$ cat config.mk
export PLATFORM = sky130hd
export DESIGN_NAME = filtered_group_aggregate
export DESIGN_NICKNAME = d
export VERILOG_FILES = /design/src/rtl/core/fga_pkg.sv /design/src/rtl/core/filtered_group_aggregate.sv /design/src/rtl/core/fga_ram.sv
export VERILOG_INCLUDE_DIRS = /design/src /design/src/rtl/core
export SDC_FILE = /design/constraint.sdc
export NUM_CORES = 2
export LEC_CHECK = 0
export ABC_AREA = 1
export BUFFER_PORTS_ARGS = -buffer_cell sky130_fd_sc_hd__buf_2
export CORE_MARGIN = 3
export CORE_UTILIZATION = 55
export DETAILED_ROUTE_END_ITERATION = 12
export GPL_TIMING_DRIVEN = 0
export PLACE_DENSITY = 0.75
export SYNTH_ARGS = -nofsm -noshare
export SYNTH_HDL_FRONTEND = slang
export SYNTH_SLANG_ARGS = --single-unit
$ cat constraint.sdc
create_clock -name clock -period 30.6 [get_ports clock]
set_clock_uncertainty 0.2 [all_clocks]
set_input_delay 3.06 -clock clock [delete_from_list [all_inputs] [get_ports clock]]
set_output_delay 3.06 -clock clock [all_outputs]
set_load 0.01 [all_outputs]
$ cat src/rtl/core/filtered_group_aggregate_macros.svh
// Assertion macros used by the filtered group aggregate RTL.
`ifndef FILTERED_GROUP_AGGREGATE_MACROS_SVH
`define FILTERED_GROUP_AGGREGATE_MACROS_SVH

// Checks that the antecedent implies the consequent in the same cycle.
`define FGA_ASSERT_SAME(label, clk, rst, ante, cons, msg) \
   label: assert property (@(posedge clk) disable iff (rst) (ante) |-> (cons)) \
      else $error(msg);

// Checks that the antecedent implies the consequent in the next cycle.
`define FGA_ASSERT_NEXT(label, clk, rst, ante, cons, msg) \
   label: assert property (@(posedge clk) disable iff (rst) (ante) |=> (cons)) \
      else $error(msg);

`endif

$ cat src/rtl/core/fga_pkg.sv
// Package with the types and constants of the filtered group aggregate.
package fga_pkg;

   localparam int NUM_GROUPS_DEF = 6;
   localparam logic [26:0] CUTOFF_RESET = 27'd19980901;

   localparam int W_QTY = 48;
   localparam int W_PRICE = 56;
   localparam int W_DPRICE = 62;
   localparam int W_CHARGE = 63;
   localparam int W_DISC = 48;
   localparam int W_COUNT = 40;

   localparam int REQ_DATA_W = 88;
   localparam int RSP_DATA_W = 320;

   localparam logic OP_ACCUM = 1'b0;
   localparam logic OP_READ = 1'b1;

   localparam logic [6:0] PCT_FULL = 7'd100;
   localparam logic [7:0] PCT_BASE = 8'd100;

   typedef struct packed {
      logic [W_COUNT-1:0] count;
      logic [W_DISC-1:0] discount;
      logic [W_CHARGE-1:0] charge;
      logic [W_DPRICE-1:0] disc_price;
      logic [W_PRICE-1:0] price;
      logic [W_QTY-1:0] quantity;
   } acc_entry_type;

   typedef enum logic [3:0] {
      ST_IDLE = 4'b0001,
      ST_MUL1 = 4'b0010,
      ST_MUL2 = 4'b0100,
      ST_ADD = 4'b1000
   } state_type;

endpackage

$ cat src/rtl/core/filtered_group_aggregate.sv
// Top level of the filtered group aggregate over line-item records.
//
// Input beats arrive on req_. A beat with req_tuser low is a record: when its
// ship date is at or below the cutoff register, it is added to the group
// return flag plus twice the line status, and it produces no result. A beat
// with req_tuser high reads one group and produces exactly one rsp_ beat with
// its six saturating sums; a group outside the table reads as all zeros.
// The csr_ port writes the ship date cutoff at any edge with csr_wr_en high.
// Each beat goes through the group memory read, the discount multiply,
// the tax multiply, then the saturating add and write back. A new beat is
// accepted only in ST_IDLE, after the last one is through; rsp_tvalid rises
// when a read leaves ST_ADD. The memory port is used by one beat at a time.
// Reset clears the cutoff to its default, marks every group empty so it
// reads as zero, and drops any pending result; no clearing pass is needed.
// A stalled rsp_ channel holds its result in the output register; only a
// following read waits for it, and records keep flowing.
`include "filtered_group_aggregate_macros.svh"

module filtered_group_aggregate #(
   parameter int NUM_GROUPS = fga_pkg::NUM_GROUPS_DEF
) (
   input logic clock,
   input logic reset,
   input logic csr_wr_en,
   input logic [26:0] csr_wr_data,
   input logic req_tvalid,
   output logic req_tready,
   // ship_date, return_flag, line_status, quantity, extended_price, discount,
   // tax, read_group, zero fill.
   input logic [fga_pkg::REQ_DATA_W-1:0] req_tdata,
   // opcode.
   input logic req_tuser,
   output logic rsp_tvalid,
   input logic rsp_tready,
   // sum_quantity, sum_price, sum_net_price, sum_charge, sum_discount,
   // record_count, zero fill.
   output logic [fga_pkg::RSP_DATA_W-1:0] rsp_tdata
);

   localparam int AW = $clog2(NUM_GROUPS);
   localparam int ENTRY_W = $bits(fga_pkg::acc_entry_type);

   fga_pkg::state_type state_ff, state_in;
   logic [26:0] cutoff_ff;
   logic [NUM_GROUPS-1:0] valid_ff, valid_in;
   logic acc_en_ff, acc_en_in;
   logic is_read_ff, is_read_in;
   logic read_ok_ff, read_ok_in;
   logic [AW-1:0] addr_ff, addr_in;
   logic [9:0] qty_ff;
   logic [23:0] price_ff;
   logic [6:0] disc_ff;
   logic [6:0] keep_ff, keep_in;
   logic [7:0] taxf_ff;
   logic [30:0] dprice_ff;
   logic [38:0] charge_ff;
   logic rsp_tvalid_ff, rsp_tvalid_in;
   fga_pkg::acc_entry_type rsp_data_ff, rsp_data_in;

   logic accept;
   logic [26:0] f_ship;
   logic f_rf;
   logic [1:0] f_ls;
   logic [2:0] f_rg;
   logic [6:0] f_disc;
   logic [2:0] grp;
   logic [2:0] sel_grp;
   logic ram_wr_en;
   logic [ENTRY_W-1:0] ram_rd_data;
   fga_pkg::acc_entry_type old_entry, new_entry;
   logic [fga_pkg::W_QTY:0] s_qty;
   logic [fga_pkg::W_PRICE:0] s_price;
   logic [fga_pkg::W_DPRICE:0] s_dprice;
   logic [fga_pkg::W_CHARGE:0] s_charge;
   logic [fga_pkg::W_DISC:0] s_disc;
   logic [fga_pkg::W_COUNT:0] s_count;

   assign f_ship = req_tdata[26:0];
   assign f_rf = req_tdata[27];
   assign f_ls = req_tdata[29:28];
   assign f_disc = req_tdata[70:64];
   assign f_rg = req_tdata[80:78];
   assign grp = {f_ls, 1'b0} + {2'b00, f_rf};
   assign sel_grp = (req_tuser == fga_pkg::OP_READ) ? f_rg : grp;

   assign req_tready = (state_ff == fga_pkg::ST_IDLE) && !reset;
   assign accept = req_tvalid && req_tready;

   always_comb begin
      is_read_in = is_read_ff;
      read_ok_in = read_ok_ff;
      acc_en_in = acc_en_ff;
      addr_in = addr_ff;
      keep_in = (f_disc >= fga_pkg::PCT_FULL) ? 7'd0 : fga_pkg::PCT_FULL - f_disc;
      if (accept) begin
         is_read_in = (req_tuser == fga_pkg::OP_READ);
         read_ok_in = 32'(f_rg) < 32'(NUM_GROUPS);
         acc_en_in = (req_tuser == fga_pkg::OP_ACCUM) && (f_ship <= cutoff_ff)
            && (32'(grp) < 32'(NUM_GROUPS));
         addr_in = AW'(sel_grp);
      end
   end

   fga_ram #(
      .WIDTH(ENTRY_W),
      .DEPTH(NUM_GROUPS)
   ) u_acc_ram (
      .clock(clock),
      .wr_en(ram_wr_en),
      .wr_addr(addr_ff),
      .wr_data(new_entry),
      .rd_en(accept),
      .rd_addr(addr_in),
      .rd_data(ram_rd_data)
   );

   assign old_entry = valid_ff[addr_ff] ? fga_pkg::acc_entry_type'(ram_rd_data) : '0;

   always_comb begin
      s_qty = {1'b0, old_entry.quantity} + (fga_pkg::W_QTY + 1)'(qty_ff);
      s_price = {1'b0, old_entry.price} + (fga_pkg::W_PRICE + 1)'(price_ff);
      s_dprice = {1'b0, old_entry.disc_price} + (fga_pkg::W_DPRICE + 1)'(dprice_ff);
      s_charge = {1'b0, old_entry.charge} + (fga_pkg::W_CHARGE + 1)'(charge_ff);
      s_disc = {1'b0, old_entry.discount} + (fga_pkg::W_DISC + 1)'(disc_ff);
      s_count = {1'b0, old_entry.count} + (fga_pkg::W_COUNT + 1)'(1'b1);
      new_entry.quantity = s_qty[fga_pkg::W_QTY] ? '1 : s_qty[fga_pkg::W_QTY-1:0];
      new_entry.price = s_price[fga_pkg::W_PRICE] ? '1 : s_price[fga_pkg::W_PRICE-1:0];
      new_entry.disc_price = s_dprice[fga_pkg::W_DPRICE] ? '1
         : s_dprice[fga_pkg::W_DPRICE-1:0];
      new_entry.charge = s_charge[fga_pkg::W_CHARGE] ? '1 : s_charge[fga_pkg::W_CHARGE-1:0];
      new_entry.discount = s_disc[fga_pkg::W_DISC] ? '1 : s_disc[fga_pkg::W_DISC-1:0];
      new_entry.count = s_count[fga_pkg::W_COUNT] ? '1 : s_count[fga_pkg::W_COUNT-1:0];
   end

   always_comb begin
      state_in = state_ff;
      valid_in = valid_ff;
      ram_wr_en = 1'b0;
      rsp_data_in = rsp_data_ff;
      rsp_tvalid_in = rsp_tvalid_ff && !rsp_tready;
      unique case (state_ff)
         fga_pkg::ST_IDLE: begin
            if (accept) begin
               state_in = fga_pkg::ST_MUL1;
            end
         end
         fga_pkg::ST_MUL1: begin
            state_in = fga_pkg::ST_MUL2;
         end
         fga_pkg::ST_MUL2: begin
            state_in = fga_pkg::ST_ADD;
         end
         fga_pkg::ST_ADD: begin
            if (is_read_ff) begin
               if (!rsp_tvalid_ff || rsp_tready) begin
                  rsp_data_in = read_ok_ff ? old_entry : '0;
                  rsp_tvalid_in = 1'b1;
                  state_in = fga_pkg::ST_IDLE;
               end
            end else begin
               if (acc_en_ff) begin
                  ram_wr_en = 1'b1;
                  valid_in[addr_ff] = 1'b1;
               end
               state_in = fga_pkg::ST_IDLE;
            end
         end
         default: begin
            state_in = fga_pkg::ST_IDLE;
         end
      endcase
   end

   always_ff @(posedge clock) begin
      if (reset) begin
         state_ff <= fga_pkg::ST_IDLE;
         cutoff_ff <= fga_pkg::CUTOFF_RESET;
         valid_ff <= '0;
         rsp_tvalid_ff <= 1'b0;
         acc_en_ff <= 1'b0;
         is_read_ff <= 1'b0;
         read_ok_ff <= 1'b0;
      end else begin
         state_ff <= state_in;
         if (csr_wr_en) begin
            cutoff_ff <= csr_wr_data;
         end
         valid_ff <= valid_in;
         rsp_tvalid_ff <= rsp_tvalid_in;
         acc_en_ff <= acc_en_in;
         is_read_ff <= is_read_in;
         read_ok_ff <= read_ok_in;
      end
   end

   always_ff @(posedge clock) begin
      addr_ff <= addr_in;
      rsp_data_ff <= rsp_data_in;
      if (accept) begin
         qty_ff <= req_tdata[39:30];
         price_ff <= req_tdata[63:40];
         disc_ff <= f_disc;
         keep_ff <= keep_in;
         taxf_ff <= fga_pkg::PCT_BASE + {1'b0, req_tdata[77:71]};
      end
      if (state_ff == fga_pkg::ST_MUL1) begin
         dprice_ff <= 31'(price_ff) * 31'(keep_ff);
      end
      if (state_ff == fga_pkg::ST_MUL2) begin
         charge_ff <= 39'(dprice_ff) * 39'(taxf_ff);
      end
   end

   assign rsp_tvalid = rsp_tvalid_ff;
   assign rsp_tdata = {3'b000, rsp_data_ff};

   `FGA_ASSERT_NEXT(a_accept_starts, clock, reset, accept,
      state_ff == fga_pkg::ST_MUL1, "Accepted beat did not start the read stage.")
   `FGA_ASSERT_SAME(a_rsp_from_add, clock, reset, $rose(rsp_tvalid_ff),
      $past(state_ff) == fga_pkg::ST_ADD && $past(is_read_ff), "Result without a read beat.")
   `FGA_ASSERT_SAME(a_write_no_read, clock, reset, ram_wr_en,
      !is_read_ff && !accept, "Group write overlaps a read beat.")

endmodule

$ cat src/rtl/core/fga_ram.sv
// Generic single-write, single-read RAM with a registered read port.
module fga_ram #(
   parameter int WIDTH = 8,
   parameter int DEPTH = 2
) (
   input logic clock,
   input logic wr_en,
   input logic [$clog2(DEPTH)-1:0] wr_addr,
   input logic [WIDTH-1:0] wr_data,
   input logic rd_en,
   input logic [$clog2(DEPTH)-1:0] rd_addr,
   output logic [WIDTH-1:0] rd_data
);

   logic [WIDTH-1:0] mem [DEPTH];
   logic [WIDTH-1:0] rd_data_ff;

   always_ff @(posedge clock) begin
      if (wr_en) begin
         mem[wr_addr] <= wr_data;
      end
      if (rd_en) begin
         rd_data_ff <= mem[rd_addr];
      end
   end

   assign rd_data = rd_data_ff;

endmodule
==> summary.md <==
| Metric | Value |
|---|---|
| Outcome | finished, violations left |
| Failing checks | max-capacitance violations, max-slew violations |
| Pin count of the biggest net entering global routing | 100 |
| Post-CTS setup repair buffer count | 0 |
| Max Clk Rate | 127 MHz |
| Final Cycle Share | 0.258 |
| Tot Pwr | 10,100 uW |
| CP Data Required Time | 31.09 ns |
| Gr usage total | 0.347 |
| Final min period | 7.89 ns |
| EDFF count, synth | 2,662 |
| Post-route setup TNS | 0 ns |
| M1 GR Usage | 0.467 |
| Yosys reg bits | 2,706 |
| DR vias | 99,300 |
| CP dominant cell by count | nand2_1 |
| CP Capture Type | flip-flop |
| Clk network pwr share | 0.341 |
| Max FO, Critical Path | 12 |
| DRT Pass-1 Iters | 9 |
| Fin cells | 16,100 |
| Unrepaired setup endpoints after global routing | false |
| Drt initial violations | 15,200 |
| Crit Path Class | reg -> reg |
| Max cap viols | 3 |
| Overall routed net length | 430,000 um |
| Layout cells sized above 1 | 0.0894 |
| Die X | 491 um |
| Final hold vios | 0 |
| Gr ovfl total | 0 |
| TritonCTS Buffers | 292 |
| GRT busiest layer | met2 |
| Depth of the CTS H-tree | 5 |
| GPL Wtd Cong | 0.996 |
| Netlist cell types | 57 |
| Worst ir drop on vdd | 56.5 uV |
| # clock sinks | 2,706 |
| Fin nets | 13,400 |
| CP max stage cell | buf_1 |
| Most frequent cells in the layout | edfxtp_1, nor2_1, nand2_1, inv_1, o21ai_0 |
| Hold WC Path Type | reg -> reg |
| Placed Cells incl. Taps | 15,600 |
| Post-route setup slack | 22.71 ns |
| Combinational share of power | 0.239 |
| PwrDens | 69.0 nW/um^2 |
| Cts hold-fix bufs | 0 |
| CTS tree | done |
| Top-level I/O count | 443 |
| Post-Syn Area | 130,000 um^2 |
| CP Cell Sequence | inv_2 -> nand2_1 -> nand2_1 -> nand2_1 -> nand2_1 -> nand2_1 -> nand2_4 -> inv_2 -> buf_2 -> buf_2 -> buf_1 -> nor2_1 -> ha_1 -> nand2_1 -> o21ai_0 -> nand2_1 -> o211ai_1 -> nand2_1 -> nand3_1 -> nand3_1 -> nor2_2 -> nand2_2 -> buf_2 -> nand3_1 |
| Seq pwr share | 0.420 |
| PostCTS Resize Cnt | 0 |
| Crit-path leading delay family | buffers and inverters |
| DRC | 0 |
| Port bufs | 432 |
| Routed wire per std cell | 26.7 um |
| Hold path cells | 2 |
| Number of global-route vias before repair | 95,700 |
| Post-synth top flop | edfxtp_1 |
| DP Worst Slack | 22.98 ns |
| R2R depth | 24 |
| Crit-path max cell delay | 0.94 ns |
| Vias per inst | 6.16 |
| Internal power | 6920 uW |
| Met2 Usage GRT | 0.522 |
| Rel. slew slack | -0.0319 |
| Max-slew violation count | 33 |
| Ys async rst share | 0 |
| Clk root buf | clkbuf_16 |
| Syn Inst Count | 11,900 |
| Mapped Avg Cell Area | 10.9 um^2 |
| Design area | 147,000 um^2 |
| Starting Density | 0.555 |
| Initial antenna violation count | 41 |
| Net Sw Power | 3190 uW |
| GR Util met3 | 0.0859 |
| Syn. warnings | 0 |
| Clk slew on worst S/H paths | 0.06 ns |
| First-pass GRT wire length | 622,000 um |
| Synth-to-Final Area Change | 13.2% |
| Arr. time, crit path | 8.38 ns |
| DRT antenna net count | 0 |
| Core footprint | 233,000 um^2 |
| Crit path buf inv count | 6 |
| Sequential fraction of the synthesis area | 0.624 |
| Switching Share | 0.316 |
| Pleak | 0.0544 uW |
| Cell count along the critical path | 24 |
| Most common cell after layout, fill and taps aside | edfxtp_1 |
| Detailed Place HPWL | 302,000 um |
| Worst skew pair latency | 0.98 ns |
| Die H | 491 um |
| Worst slew pin tran | 1.55 ns |
| Endpoints failing setup | 0 |
| Dpl cell area | 137,000 um^2 |
| Worst setup SP type | flip-flop |
| Die area | 241,000 um^2 |
| Max Root-Sink Buffers | 4 |
| Rows | 177 |
layer usage:
layer	part of all wire	wire (um)	vias to the layer above
li1	-	-	42900
met1	0.37	157000	47700
met2	0.44	190000	7442
met3	0.13	56200	1188
met4	0.060	25800	20
met5	0.00036	153	-
path summary, 6_finish.rpt:
path | end | slack, ns | from
worst max-delay path | u_acc_ram.mem[5][98]$_DFFE_PP_ | 22.71 | addr_ff[0]$_DFF_P_
worst min-delay path | cutoff_ff[1]$_SDFFE_PP0P_ | 0.26 | cutoff_ff[1]$_SDFFE_PP0P_
worst min register to register | cutoff_ff[1]$_SDFFE_PP0P_ | 0.26 | cutoff_ff[1]$_SDFFE_PP0P_
worst max register to register | u_acc_ram.mem[5][98]$_DFFE_PP_ | 22.71 | addr_ff[0]$_DFF_P_
flip-flops by register name, indices dropped and copies added, names as in the netlist, 7 cells and up:
register and cells:
charge_ff 39, cutoff_ff 27, disc_ff 7, dprice_ff 31
keep_ff 7, price_ff 24, qty_ff 10, rsp_tdata 317
taxf_ff 8, u_acc_ram.mem 1902, u_acc_ram.rd_data 317
cell families after synthesis:
family,synth area share
buffers and inverters,0.0565
adder cells (fa/ha/maj),0.0686
XOR/XNOR,0.00927
other,0.0000290
flip-flops,0.624
AO/OA/AOI/OAI,0.0962
AND/OR/NAND/NOR,0.145
power groups by stage:
stage	clock, uW	sequential [uW]	combinational (uW)
after global placement	0	4340	2290
final	3450	4250	2420
after global routing	3610	4250	2640
after detailed placement	0	4320	2340
after CTS	3460	4240	2360
after floorplan	0	4310	1510
layout make-up:
class	count	area [um^2]
fill	18000	86800
sequential	2706	80800
multi-input combinational	7337	41400
clock buffer	353	7710
inverter	1324	5010
tap	3132	3920
timing repair buffer	533	3810
buffer	563	2360
clock inverter	139	1470
antenna	30	75.1
worst reg2reg max path: stages, from the launching register on:
cell	delay (ns)
dfxtp_1	0.49
inv_2	0.15
nand2_1	0.10
nand2_1	0.06
nand2_1	0.06
nand2_1	0.06
nand2_1	0.09
nand2_4	0.14
inv_2	0.53
buf_2	0.49
buf_2	0.82
buf_1	0.97
nor2_1	0.10
ha_1	0.46
nand2_1	0.10
o21ai_0	0.51
nand2_1	0.12
o211ai_1	0.23
nand2_1	0.12
nand3_1	0.34
nand3_1	0.24
nor2_2	0.25
nand2_2	0.26
buf_2	0.33
nand3_1	0.42
through the flow:
stage,util,hold WS (ns)
floorplan,-,0.233
global placement,0.581,0.250
detailed placement,0.588,0.258
CTS,0.628,0.268
global route,0.628,0.289
finish,0.628,0.265
synthesized netlist by cell type (10+ instances only):
cell | instances | area [um^2]
a21o_1 | 28 | 210
a21oi_1 | 227 | 1140
a31oi_1 | 41 | 257
and2_1 | 10 | 62.6
buf_1 | 23 | 86.3
buf_2 | 60 | 300
buf_4 | 16 | 120
clkbuf_1 | 433 | 1630
clkbuf_2 | 23 | 115
dfxtp_1 | 44 | 881
edfxtp_1 | 2662 | 79900
fa_1 | 288 | 5770
ha_1 | 249 | 3120
inv_1 | 1315 | 4940
nand2_1 | 1647 | 6180
nand3_1 | 665 | 3330
nand3b_1 | 21 | 158
nand4_1 | 92 | 576
nor2_1 | 1851 | 6950
nor2_2 | 21 | 131
nor3_1 | 150 | 751
nor4_1 | 11 | 68.8
o21a_1 | 10 | 75.1
o21ai_0 | 1107 | 5540
o21bai_1 | 34 | 255
o22ai_1 | 317 | 1980
o2bb2ai_1 | 316 | 2770
or2_2 | 43 | 269
xnor2_1 | 34 | 298
xor2_1 | 103 | 902
(Power assumes the default switching activity.)
